==> src/rtl/bfdl_pkg.sv <==
// Shared constants, types and fault mapping functions for the battery fault debounce latch.
package bfdl_pkg;

   // Widths and defaults
   localparam int CountWidthDefault = 8;
   localparam int LimitWidth        = 8;
   localparam logic [LimitWidth-1:0] LimitReset = 8'd5;
   localparam int ProtWidth   = 16;
   localparam int TempWidth   = 12;
   localparam int ChgN        = 11;
   localparam int DisN        = 12;
   localparam int SysN        = 2;
   localparam int FaultN      = ChgN + DisN + SysN;
   localparam int DisBase     = ChgN;
   localparam int SysBase     = ChgN + DisN;
   localparam int FlagN       = 6;

   // Protection status bit positions
   localparam int ProtOv       = 0;
   localparam int ProtUv       = 1;
   localparam int ProtOcd1     = 2;
   localparam int ProtOcd2     = 3;
   localparam int ProtScd      = 4;
   localparam int ProtOcc1     = 5;
   localparam int ProtOcc2     = 8;
   localparam int ProtOtd      = 10;
   localparam int ProtOtc      = 11;
   localparam int ProtUtc      = 12;
   localparam int ProtUtd      = 13;
   localparam int ProtOverheat = 14;
   localparam int ProtOpenWire = 15;

   // Thermistor status bit positions
   localparam int TempTs0Otd = 0;
   localparam int TempTs0Otc = 1;
   localparam int TempTs0Utc = 2;
   localparam int TempTs0Utd = 3;
   localparam int TempTs1Otd = 4;
   localparam int TempTs1Otc = 5;
   localparam int TempTs1Utc = 6;
   localparam int TempTs1Utd = 7;
   localparam int TempTs2Otd = 8;
   localparam int TempTs2Otc = 9;
   localparam int TempTs2Utc = 10;
   localparam int TempTs2Utd = 11;

   // Pack flag bit positions
   localparam int FlagChgOv  = 0;
   localparam int FlagChgOc  = 1;
   localparam int FlagDisUv  = 2;
   localparam int FlagDisOc  = 3;
   localparam int FlagShort  = 4;
   localparam int FlagBatErr = 5;

   // Discharge latch positions that survive plugging in
   localparam int DisOcd1 = 1;
   localparam int DisOcd2 = 2;
   localparam int DisScd  = 3;

   typedef logic [FaultN-1:0] fault_vec_type;
   typedef logic [FlagN-1:0]  flag_vec_type;

   // Latches cleared on an unplugged tick: all charge latches
   localparam fault_vec_type UnplugClear = fault_vec_type'({ChgN{1'b1}});
   // Latches cleared on a plugged tick: discharge latches bar OCD1, OCD2 and SCD
   localparam fault_vec_type PlugClear =
      fault_vec_type'({12'hFF1, {ChgN{1'b0}}});

   // Status of one debounce cell after the current tick
   typedef struct packed {
      logic latch_in;
      logic set;
   } cell_stat_type;

   // Map the status words onto the per-fault active conditions
   function automatic fault_vec_type fault_conditions(
      input logic [ProtWidth-1:0] prot,
      input logic [TempWidth-1:0] temp,
      input logic                 plugged
   );
      fault_vec_type c;
      c = '0;
      c[0]  = plugged & prot[ProtOv];
      c[1]  = plugged & prot[ProtOcc1];
      c[2]  = plugged & prot[ProtOcc2];
      c[3]  = plugged & prot[ProtOtc];
      c[4]  = plugged & prot[ProtUtc];
      c[5]  = plugged & temp[TempTs0Otc];
      c[6]  = plugged & temp[TempTs0Utc];
      c[7]  = plugged & temp[TempTs1Otc];
      c[8]  = plugged & temp[TempTs1Utc];
      c[9]  = plugged & temp[TempTs2Otc];
      c[10] = plugged & temp[TempTs2Utc];
      c[DisBase+0]  = !plugged & prot[ProtUv];
      c[DisBase+1]  = !plugged & prot[ProtOcd1];
      c[DisBase+2]  = !plugged & prot[ProtOcd2];
      c[DisBase+3]  = !plugged & prot[ProtScd];
      c[DisBase+4]  = !plugged & prot[ProtOtd];
      c[DisBase+5]  = !plugged & prot[ProtUtd];
      c[DisBase+6]  = !plugged & temp[TempTs0Otd];
      c[DisBase+7]  = !plugged & temp[TempTs0Utd];
      c[DisBase+8]  = !plugged & temp[TempTs1Otd];
      c[DisBase+9]  = !plugged & temp[TempTs1Utd];
      c[DisBase+10] = !plugged & temp[TempTs2Otd];
      c[DisBase+11] = !plugged & temp[TempTs2Utd];
      c[SysBase+0] = prot[ProtOverheat];
      c[SysBase+1] = prot[ProtOpenWire];
      return c;
   endfunction

   // Pack flags raised by the faults that latch on this tick
   function automatic flag_vec_type fault_flags(input fault_vec_type set);
      flag_vec_type f;
      f = '0;
      f[FlagChgOv]  = set[0];
      f[FlagChgOc]  = set[1] | set[2];
      f[FlagDisUv]  = set[DisBase+0];
      f[FlagDisOc]  = set[DisBase+DisOcd1] | set[DisBase+DisOcd2];
      f[FlagShort]  = set[DisBase+DisScd];
      f[FlagBatErr] = set[SysBase+1];
      return f;
   endfunction

endpackage

==> src/rtl/bfdl_chan_if.sv <==
// Request and response channel interfaces for the battery fault debounce latch.
interface bfdl_req_if;
   logic        valid;
   logic        ready;
   logic [15:0] protect_status;
   logic [11:0] temp_status;
   logic        charger_plugged;

   modport source (output valid, output protect_status, output temp_status,
                   output charger_plugged, input ready);
   modport sink   (input valid, input protect_status, input temp_status,
                   input charger_plugged, output ready);
endinterface

interface bfdl_rsp_if;
   logic        valid;
   logic        ready;
   logic [10:0] charge_faults;
   logic [11:0] discharge_faults;
   logic [1:0]  system_faults;
   logic [5:0]  pack_flags;

   modport source (output valid, output charge_faults, output discharge_faults,
                   output system_faults, output pack_flags, input ready);
   modport sink   (input valid, input charge_faults, input discharge_faults,
                   input system_faults, input pack_flags, output ready);
endinterface

==> src/rtl/bfdl_counter.sv <==
// One debounce cell: saturating consecutive-tick counter and its fault latch.
module bfdl_counter
   import bfdl_pkg::*;
#(
   parameter int CountWidth = CountWidthDefault
) (
   input  logic                  clock,
   input  logic                  reset,
   input  logic                  advance,
   input  logic                  active,
   input  logic                  clear,
   input  logic [LimitWidth-1:0] limit,
   output cell_stat_type         stat
);

   localparam int CmpWidth = (CountWidth > LimitWidth) ? CountWidth : LimitWidth;

   logic [CountWidth-1:0] count_ff, count_in, count_inc;
   logic                  latch_ff, latch_in;
   logic                  over, set;

   // Count up, saturate, latch once the limit is passed
   always_comb begin
      count_inc = (count_ff == {CountWidth{1'b1}}) ? count_ff
                                                  : count_ff + CountWidth'(1);
      over      = CmpWidth'(count_inc) > CmpWidth'(limit);
      set       = active && over && !latch_ff;
      if (!active || set) begin
         count_in = '0;
      end else begin
         count_in = count_inc;
      end
      latch_in      = (latch_ff | set) & !clear;
      stat.latch_in = latch_in;
      stat.set      = set;
   end

   // Hold the state between ticks
   always_ff @(posedge clock) begin
      if (reset) begin
         count_ff <= '0;
         latch_ff <= 1'b0;
      end else if (advance) begin
         count_ff <= count_in;
         latch_ff <= latch_in;
      end
   end

endmodule

==> src/rtl/bfdl_fault_bank.sv <==
// Bank of all debounce cells, latch clearing by charger state and sticky pack flags.
module bfdl_fault_bank
   import bfdl_pkg::*;
#(
   parameter int CountWidth = CountWidthDefault
) (
   input  logic                  clock,
   input  logic                  reset,
   input  logic                  advance,
   input  logic [ProtWidth-1:0]  protect_status,
   input  logic [TempWidth-1:0]  temp_status,
   input  logic                  charger_plugged,
   input  logic [LimitWidth-1:0] limit,
   output fault_vec_type         latches_in,
   output flag_vec_type          flags_in
);

   fault_vec_type active, clear, set;
   flag_vec_type  flags_ff;
   cell_stat_type stat [FaultN];

   // Decode conditions and pick the latches this charger state clears
   always_comb begin
      active = fault_conditions(protect_status, temp_status, charger_plugged);
      clear  = charger_plugged ? PlugClear : UnplugClear;
   end

   // One cell per fault
   for (genvar i = 0; i < FaultN; i++) begin : g_cell
      bfdl_counter #(.CountWidth(CountWidth)) u_counter (
         .clock   (clock),
         .reset   (reset),
         .advance (advance),
         .active  (active[i]),
         .clear   (clear[i]),
         .limit   (limit),
         .stat    (stat[i])
      );
      assign latches_in[i] = stat[i].latch_in;
      assign set[i]        = stat[i].set;
   end

   // Accumulate pack flags
   assign flags_in = flags_ff | fault_flags(set);

   always_ff @(posedge clock) begin
      if (reset) begin
         flags_ff <= '0;
      end else if (advance) begin
         flags_ff <= flags_in;
      end
   end

endmodule

==> src/rtl/battery_fault_debounce_latch_core.sv <==
// Top level of the battery fault debounce latch: input register, fault bank, result register.
// One poll item is accepted per clock cycle in steady state. An accepted item sits in the
// input register until the result register is free or being drained, and is then loaded into
// the result register, where it stays valid until the response channel takes it. Every
// fault counter and latch updates in the cycle the item leaves the input register, so items
// follow back to back; a held-off result stalls the input once both registers are full. The
// debounce limit is written through csr_write_enable/csr_write_data and resets to 5; write
// it only while the block is idle.
module battery_fault_debounce_latch_core
   import bfdl_pkg::*;
#(
   parameter int COUNT_WIDTH = CountWidthDefault
) (
   input  logic                  clock,
   input  logic                  reset,
   bfdl_req_if.sink              req_chan,
   bfdl_rsp_if.source            rsp_chan,
   input  logic                  csr_write_enable,
   input  logic [LimitWidth-1:0] csr_write_data
);

   logic [LimitWidth-1:0] limit_ff;
   logic                  in_valid_ff;
   logic [ProtWidth-1:0]  in_prot_ff;
   logic [TempWidth-1:0]  in_temp_ff;
   logic                  in_plugged_ff;
   logic                  out_valid_ff;
   logic [ChgN-1:0]       out_chg_ff;
   logic [DisN-1:0]       out_dis_ff;
   logic [SysN-1:0]       out_sys_ff;
   flag_vec_type          out_flags_ff;
   logic                  out_free, advance;
   fault_vec_type         latches_in;
   flag_vec_type          flags_in;

   // Handshake: advance when the result register is free or being drained
   assign out_free       = !out_valid_ff || rsp_chan.ready;
   assign advance        = in_valid_ff && out_free;
   assign req_chan.ready = !in_valid_ff || out_free;

   // Hold the debounce limit
   always_ff @(posedge clock) begin
      if (reset) begin
         limit_ff <= LimitReset;
      end else if (csr_write_enable) begin
         limit_ff <= csr_write_data;
      end
   end

   // Capture the accepted item
   always_ff @(posedge clock) begin
      if (reset) begin
         in_valid_ff <= 1'b0;
      end else if (req_chan.ready) begin
         in_valid_ff <= req_chan.valid;
      end
   end

   always_ff @(posedge clock) begin
      if (req_chan.valid && req_chan.ready) begin
         in_prot_ff    <= req_chan.protect_status;
         in_temp_ff    <= req_chan.temp_status;
         in_plugged_ff <= req_chan.charger_plugged;
      end
   end

   bfdl_fault_bank #(.CountWidth(COUNT_WIDTH)) u_bank (
      .clock           (clock),
      .reset           (reset),
      .advance         (advance),
      .protect_status  (in_prot_ff),
      .temp_status     (in_temp_ff),
      .charger_plugged (in_plugged_ff),
      .limit           (limit_ff),
      .latches_in      (latches_in),
      .flags_in        (flags_in)
   );

   // Register the result item
   always_ff @(posedge clock) begin
      if (reset) begin
         out_valid_ff <= 1'b0;
      end else if (out_free) begin
         out_valid_ff <= in_valid_ff;
      end
   end

   always_ff @(posedge clock) begin
      if (advance) begin
         out_chg_ff   <= latches_in[ChgN-1:0];
         out_dis_ff   <= latches_in[DisBase+DisN-1:DisBase];
         out_sys_ff   <= latches_in[SysBase+SysN-1:SysBase];
         out_flags_ff <= flags_in;
      end
   end

   assign rsp_chan.valid            = out_valid_ff;
   assign rsp_chan.charge_faults    = out_chg_ff;
   assign rsp_chan.discharge_faults = out_dis_ff;
   assign rsp_chan.system_faults    = out_sys_ff;
   assign rsp_chan.pack_flags       = out_flags_ff;

   // An unplugged tick leaves no charge latch standing
   a_unplug_clears: assert property (@(posedge clock) disable iff (reset)
      advance && !in_plugged_ff |=> rsp_chan.charge_faults == '0)
      else $error("charge latch survived an unplugged tick");

   // A plugged tick keeps only OCD1, OCD2 and SCD among discharge latches
   a_plug_clears: assert property (@(posedge clock) disable iff (reset)
      advance && in_plugged_ff |=> (rsp_chan.discharge_faults & 12'hFF1) == '0)
      else $error("discharge latch survived a plugged tick");

   // Pack flags only accumulate between consecutive results
   a_flags_sticky: assert property (@(posedge clock) disable iff (reset)
      !$past(reset) && $past(out_valid_ff) && out_valid_ff |->
         (rsp_chan.pack_flags & $past(rsp_chan.pack_flags)) == $past(rsp_chan.pack_flags))
      else $error("pack flag dropped");

   // An empty input register always takes an item
   a_ready_when_empty: assert property (@(posedge clock) disable iff (reset)
      !in_valid_ff |-> req_chan.ready)
      else $error("input stalled while empty");

endmodule
==> src/flat_wrapper.sv <==
// flat-port wrapper written by rule: the top's interface ports become plain ports
module battery_fault_debounce_latch_core_flat import bfdl_pkg::*;
#(
   parameter int COUNT_WIDTH = CountWidthDefault
)
  (clock, reset, csr_write_enable, csr_write_data, req_chan_valid, req_chan_protect_status, req_chan_temp_status, req_chan_charger_plugged, req_chan_ready, rsp_chan_valid, rsp_chan_charge_faults, rsp_chan_discharge_faults, rsp_chan_system_faults, rsp_chan_pack_flags, rsp_chan_ready);
  bfdl_req_if req_chan_i ();
  bfdl_rsp_if rsp_chan_i ();
  input  logic clock;
  input  logic reset;
  input  logic csr_write_enable;
  input  logic [LimitWidth-1:0] csr_write_data;
  input wire logic [$bits(req_chan_i.valid)-1:0] req_chan_valid;
  input wire logic [$bits(req_chan_i.protect_status)-1:0] req_chan_protect_status;
  input wire logic [$bits(req_chan_i.temp_status)-1:0] req_chan_temp_status;
  input wire logic [$bits(req_chan_i.charger_plugged)-1:0] req_chan_charger_plugged;
  output wire logic [$bits(req_chan_i.ready)-1:0] req_chan_ready;
  output wire logic [$bits(rsp_chan_i.valid)-1:0] rsp_chan_valid;
  output wire logic [$bits(rsp_chan_i.charge_faults)-1:0] rsp_chan_charge_faults;
  output wire logic [$bits(rsp_chan_i.discharge_faults)-1:0] rsp_chan_discharge_faults;
  output wire logic [$bits(rsp_chan_i.system_faults)-1:0] rsp_chan_system_faults;
  output wire logic [$bits(rsp_chan_i.pack_flags)-1:0] rsp_chan_pack_flags;
  input wire logic [$bits(rsp_chan_i.ready)-1:0] rsp_chan_ready;
  assign req_chan_i.valid = req_chan_valid;
  assign req_chan_i.protect_status = req_chan_protect_status;
  assign req_chan_i.temp_status = req_chan_temp_status;
  assign req_chan_i.charger_plugged = req_chan_charger_plugged;
  assign req_chan_ready = req_chan_i.ready;
  assign rsp_chan_valid = rsp_chan_i.valid;
  assign rsp_chan_charge_faults = rsp_chan_i.charge_faults;
  assign rsp_chan_discharge_faults = rsp_chan_i.discharge_faults;
  assign rsp_chan_system_faults = rsp_chan_i.system_faults;
  assign rsp_chan_pack_flags = rsp_chan_i.pack_flags;
  assign rsp_chan_i.ready = rsp_chan_ready;
  battery_fault_debounce_latch_core #(.COUNT_WIDTH(COUNT_WIDTH)) u_core (.clock(clock), .reset(reset), .req_chan(req_chan_i), .rsp_chan(rsp_chan_i), .csr_write_enable(csr_write_enable), .csr_write_data(csr_write_data));
endmodule
==> config.mk <==
export PLATFORM = sky130hd
export DESIGN_NAME = battery_fault_debounce_latch_core_flat
export DESIGN_NICKNAME = d
export VERILOG_FILES = /design/src/rtl/bfdl_pkg.sv /design/src/rtl/bfdl_chan_if.sv /design/src/rtl/bfdl_counter.sv /design/src/rtl/bfdl_fault_bank.sv /design/src/rtl/battery_fault_debounce_latch_core.sv /design/src/flat_wrapper.sv
export SDC_FILE = /design/constraint.sdc
export NUM_CORES = 1
export LEC_CHECK = 0
export BUFFER_PORTS_ARGS = -buffer_cell sky130_fd_sc_hd__buf_2
export CORE_MARGIN = 3
export CORE_UTILIZATION = 40
export CTS_CLUSTER_DIAMETER = 30
export CTS_CLUSTER_SIZE = 14
export DETAILED_ROUTE_END_ITERATION = 10
export GPL_TIMING_DRIVEN = 0
export PLACE_DENSITY = 0.63
export SYNTH_ARGS = -nofsm -noshare
export SYNTH_HDL_FRONTEND = slang
export SYNTH_SLANG_ARGS = --single-unit
==> constraint.sdc <==
create_clock -name clock -period 2.85 [get_ports clock]
set_input_delay 0.285 -clock clock [delete_from_list [all_inputs] [get_ports clock]]
set_output_delay 0.285 -clock clock [all_outputs]
set_load 0.03 [all_outputs]
==> impl_metrics.prom <==
# TYPE chip_impl_metric gauge
chip_impl_info{name="outcome",value="finished with violations"} 1
chip_impl_info{name="failed_checks",value="setup timing"} 1
chip_impl_metric{name="power_density",unit="mW/mm^2"} 564
chip_impl_info{name="rr_endpoint",value="u_core.u_bank.g_cell[12].u_counter.count_ff[0]"} 1
chip_impl_metric{name="clk_pin_slew",unit="ns"} 0.05
chip_impl_metric{name="grt_use_met2",unit=""} 0.410
chip_impl_metric{name="grt_util_met3",unit=""} 0.0366
chip_impl_metric{name="syn_area_per_cell",unit="sq um"} 8.81
chip_impl_info{name="tritoncts",value="yes"} 1
chip_impl_metric{name="post_drt_wl_per_cell",unit="microns"} 20.7
chip_impl_metric{name="seq_power_share",unit=""} 0.289
chip_impl_info{name="cts.root.buffer_cell",value="sky130_fd_sc_hd__clkbuf_16"} 1
chip_impl_metric{name="grt_use_total",unit=""} 0.243
chip_impl_metric{name="worst-r2r-cell-count",unit=""} 14
chip_impl_metric{name="io_pins",unit=""} 75
chip_impl_metric{name="detail-route-antenna-nets",unit=""} 0
chip_impl_metric{name="first_iter_violations",unit=""} 1787
chip_impl_metric{name="netSwitchingPower",unit="uW"} 3810
chip_impl_metric{name="die_area",unit="sq mm"} 0.0517
chip_impl_metric{name="fp.coreArea",unit="sq mm"} 0.0480
chip_impl_metric{name="detail_route.wirelength",unit="microns"} 67000
chip_impl_metric{name="number_of_antenna_violations_at_the_first_check_in_global_routing",unit=""} 1
chip_impl_metric{name="global_route_wire_length_before_repair",unit="microns"} 98700
chip_impl_metric{name="fin_crit_sh",unit=""} 1.07
chip_impl_metric{name="dpl.hpwl",unit="microns"} 41400
chip_impl_metric{name="largest_net_degree_at_the_start_of_global_routing",unit=""} 41
chip_impl_metric{name="syn_nets",unit=""} 2492
chip_impl_metric{name="layout.nets",unit=""} 2823
chip_impl_info{name="startpoint_type",value="flop"} 1
chip_impl_metric{name="cts.sinks",unit=""} 298
chip_impl_metric{name="post_synth_instance_area",unit="sq mm"} 0.0196
chip_impl_info{name="hold-path-endpoint",value="u_core.in_valid_ff"} 1
chip_impl_metric{name="ir_worst_vdd",unit="V"} 0.000423
chip_impl_metric{name="hold_violations",unit=""} 0
chip_impl_info{name="synth-main-ff-cell",value="sky130_fd_sc_hd__dfxtp_1"} 1
chip_impl_metric{name="antenna-diode-count",unit=""} 0
chip_impl_metric{name="layout_min_cycle_time",unit="ns"} 3.05
chip_impl_info{name="synth_largest_area_cell",value="sky130_fd_sc_hd__dfxtp_1"} 1
chip_impl_info{name="grt.busiest_layer",value="met2"} 1
chip_impl_metric{name="synth.distinct_cells",unit=""} 79
chip_impl_info{name="end_kind",value="flop"} 1
chip_impl_metric{name="critical_path_arrival",unit="ns"} 3.58
chip_impl_metric{name="effective_utilization_at_floorplan",unit=""} 0.408
chip_impl_metric{name="clock_tree.buffer_depth",unit=""} 3
chip_impl_metric{name="flow.area_growth_from_synthesis",unit="%"} 39.0
chip_impl_info{name="critPathKind",value="reg -> reg"} 1
chip_impl_metric{name="slew_headroom",unit=""} 0.210
chip_impl_metric{name="layout.cell_area.non_filler",unit="sq mm"} 0.0272
chip_impl_info{name="worst_hold_path_type",value="in -> reg"} 1
chip_impl_info{name="worst_r2r_startpoint",value="u_core.u_bank.g_cell[12].u_counter.count_ff[0]"} 1
chip_impl_metric{name="number_of_enable_flip_flop_cells_after_synthesis",unit=""} 57
chip_impl_metric{name="detail_route.vias_per_cell",unit=""} 6.10
chip_impl_metric{name="setup_slack",unit="ns"} -0.199
chip_impl_metric{name="power.share.combinational",unit=""} 0.099
chip_impl_metric{name="crit_fanout",unit=""} 5
chip_impl_metric{name="max_slew.worst_pin.slew",unit="ns"} 1.18
chip_impl_metric{name="cp.required",unit="ns"} 3.38
chip_impl_metric{name="yosysWarnings",unit=""} 0
chip_impl_metric{name="synth_cells",unit=""} 2225
chip_impl_metric{name="die_y",unit="microns"} 227
chip_impl_metric{name="cts_htree_levels",unit=""} 3
chip_impl_metric{name="die_width",unit="microns"} 227
chip_impl_metric{name="worst_skew_pair.late_latency",unit="ns"} 0.59
chip_impl_metric{name="grt_pass1_vias",unit=""} 18500
chip_impl_metric{name="timing.clock.skew",unit="ns"} 0.0131
chip_impl_metric{name="rows",unit=""} 80
chip_impl_metric{name="clock_power_share",unit=""} 0.611
chip_impl_metric{name="cts_made_buffers",unit=""} 82
chip_impl_metric{name="internal_power",unit="uW"} 11600
chip_impl_metric{name="met1_use_gr",unit=""} 0.306
chip_impl_metric{name="dpl-instance-area",unit="sq mm"} 0.0209
chip_impl_metric{name="detail_route.drc_violations",unit=""} 0
chip_impl_metric{name="timing.final.max_slew_violations",unit=""} 0
chip_impl_info{name="mostFrequentLayoutCells",value="191 x sky130_fd_sc_hd__ha_1, 162 x sky130_fd_sc_hd__nor2_1, 154 x sky130_fd_sc_hd__nand2_1"} 1
chip_impl_info{name="layout_commonest_cell",value="sky130_fd_sc_hd__ha_1"} 1
chip_impl_metric{name="finalWeightedCongestion",unit=""} 0.898
chip_impl_metric{name="report.final.setup_viol",unit=""} 25
chip_impl_metric{name="synth.top_cell.area_share",unit=""} 0.246
chip_impl_metric{name="reg2reg_slack",unit="ns"} -0.20
chip_impl_info{name="worstHoldStart",value="rsp_chan_ready"} 1
chip_impl_metric{name="p_leak",unit="uW"} 0.0106
chip_impl_metric{name="maxCapViolations",unit=""} 0
chip_impl_metric{name="finalSetupTns",unit="ns"} -1.44
chip_impl_metric{name="p_sw_frac",unit=""} 0.248
chip_impl_metric{name="detailroute.via_count",unit=""} 19700
chip_impl_metric{name="hold_depth",unit=""} 4
chip_impl_metric{name="holdWs",unit="ns"} 0.110
chip_impl_metric{name="drive_above_1_share",unit=""} 0.302
chip_impl_metric{name="postSynthRegisterBits",unit=""} 298
chip_impl_metric{name="max_clock_freq",unit="GHz"} 0.328
chip_impl_metric{name="port-buffer-count",unit=""} 70
chip_impl_metric{name="grt_remaining_overflow",unit=""} 0
chip_impl_info{name="netlist_top_cells_area",value="sky130_fd_sc_hd__dfxtp_1 25%, sky130_fd_sc_hd__ha_1 14%, sky130_fd_sc_hd__edfxtp_1 8.7%, sky130_fd_sc_hd__a21oi_1 4.4%, sky130_fd_sc_hd__nor2_1 3.6%"} 1
chip_impl_metric{name="drt_pass1_iterations",unit=""} 6
chip_impl_info{name="rsz_0062_raised_after_global_routing",value="yes"} 1
chip_impl_metric{name="fraction_of_the_yosys_area_taken_by_sequential_cells",unit=""} 0.333
chip_impl_metric{name="fraction_of_registers_with_async_set_or_reset_after_synthesis",unit=""} 0
## cell type report
type	instances	area [sq um]
Buffer	61	329
Clock buffer	104	2250
Clock inverter	46	577
Fill cell	4024	20800
Inverter	70	265
Multi-Input combinational cell	1790	14300
Sequential cell	298	6740
Tap cell	615	769
Timing Repair Buffer	253	2010
## repair_timing
| item | in CTS | in global routing |
|---|---|---|
| setup endpoints to repair | 281 | 242 |
| endpoints found under the hold margin | 35 | 0 |
| cloned | 3 | 6 |
| pin swaps | 58 | 136 |
| hold buffers | 35 | 0 |
| setup buffers | 50 | 84 |
| gates resized for setup | 210 | 321 |
## logic make-up (layout without fill, tap and decap cells)
logic type / after synthesis / after routing / share of synthesized area
and+or+nand+nor: 810 / 810 / 0.213
muxes: 55 / 55 / 0.0300
xor gates and xnor gates: 86 / 86 / 0.0384
AOI/OAI and AO/OA: 611 / 614 / 0.213
adders and majority gates: 225 / 225 / 0.144
buffers and inverters: 140 / 534 / 0.0286
DFF: 298 / 298 / 0.333
## registers in the layout, indices dropped and copies added (netlist names)
signal,count
u_core.in_plugged_ff,1
u_core.u_bank.g_cell.u_counter.latch_ff,25
u_core.rsp_chan.charge_faults,11
u_core.in_prot_ff,13
u_core.u_bank.flags_ff,6
u_core.rsp_chan.valid,1
u_core.rsp_chan.pack_flags,6
u_core.limit_ff,8
u_core.rsp_chan.discharge_faults,12
u_core.in_valid_ff,1
u_core.u_bank.g_cell.u_counter.count_ff,200
u_core.rsp_chan.system_faults,2
u_core.in_temp_ff,12
## synthesized netlist by cell type, drive strengths merged (16+ instances only)
cell type  instances
dfxtp            241
ha               225
nor2             191
a21oi            173
nand2            166
nand3            123
a31oi             92
inv               70
nand4             70
a32o              68
o21ai             68
edfxtp            57
clkbuf            55
xnor2             54
and2              40
nor2b             39
a22o              38
o211ai            37
and3              36
xor2              32
mux2              30
nand3b            30
o21a              30
and4              26
mux2i             25
nand2b            24
nor3              22
a41oi             17
or2               16
## critical path, stage by stage (launching register included)
cell and delay [ns]:
sky130_fd_sc_hd__dfxtp_4 0.35, sky130_fd_sc_hd__ha_4 0.16, sky130_fd_sc_hd__and2_4 0.17, sky130_fd_sc_hd__nand3_4 0.10, sky130_fd_sc_hd__nand4_1 0.17, sky130_fd_sc_hd__xnor2_2 0.19, sky130_fd_sc_hd__ha_1 0.31, sky130_fd_sc_hd__nand4_1 0.16
sky130_fd_sc_hd__buf_4 0.18, sky130_fd_sc_hd__buf_4 0.14, sky130_fd_sc_hd__nor2_2 0.11, sky130_fd_sc_hd__a2111oi_2 0.06, sky130_fd_sc_hd__or4_4 0.47, sky130_fd_sc_hd__nor4b_2 0.29, sky130_fd_sc_hd__a21o_1 0.10
## through the flow
step / cells / setup WS (ns) / power (uW) / utilization
6_report: 3237 / -0.199 / 15400 / 0.567
5_1_grt: 3237 / -0.268 / 15800 / 0.567
4_1_cts: 3147 / -0.119 / 15300 / 0.526
3_5_place_dp: 2918 / -1.24 / 5690 / 0.436
3_3_place_gp: 2910 / -1.98 / 5620 / 0.432
2_1_floorplan: 2225 / -0.0283 / 5220 / -
## worst max-delay path by stage
stage                     slack [ns]  cells after the start                                           start                                        endpoint
final                          -0.20                     14  u_core.u_bank.g_cell[12].u_counter.count_ff[0]  u_core.u_bank.g_cell[12].u_counter.count_ff[0]
after detailed placement       -1.24                      5                            u_core.in_plugged_ff             u_core.rsp_chan.discharge_faults[0]
after floorplan                -0.03                     11  u_core.u_bank.g_cell[12].u_counter.count_ff[0]  u_core.u_bank.g_cell[12].u_counter.count_ff[0]
after global placement         -1.98                      8                                  rsp_chan_ready  u_core.u_bank.g_cell[15].u_counter.count_ff[2]
after CTS                      -0.12                     11  u_core.u_bank.g_cell[12].u_counter.count_ff[0]  u_core.u_bank.g_cell[12].u_counter.count_ff[0]
after global routing           -0.27                     12  u_core.u_bank.g_cell[11].u_counter.count_ff[0]  u_core.u_bank.g_cell[11].u_counter.count_ff[1]
## power groups by stage
| stage | combinational, uW | clock, uW | sequential [uW] |
|---|---|---|---|
| final | 1530 | 9390 | 4440 |
| after global routing | 1630 | 9760 | 4450 |
| after CTS | 1320 | 9490 | 4450 |
| after detailed placement | 1160 | 0 | 4530 |
| after global placement | 1090 | 0 | 4540 |
| after floorplan | 673 | 0 | 4550 |
## routing by layer
metal | part of all wire | up-vias
met5 | 0 | -
met4 | 0.045 | 0
met3 | 0.068 | 208
met2 | 0.47 | 759
met1 | 0.41 | 9541
li1 | - | 9233
Power figures use the tool's default switching activity.
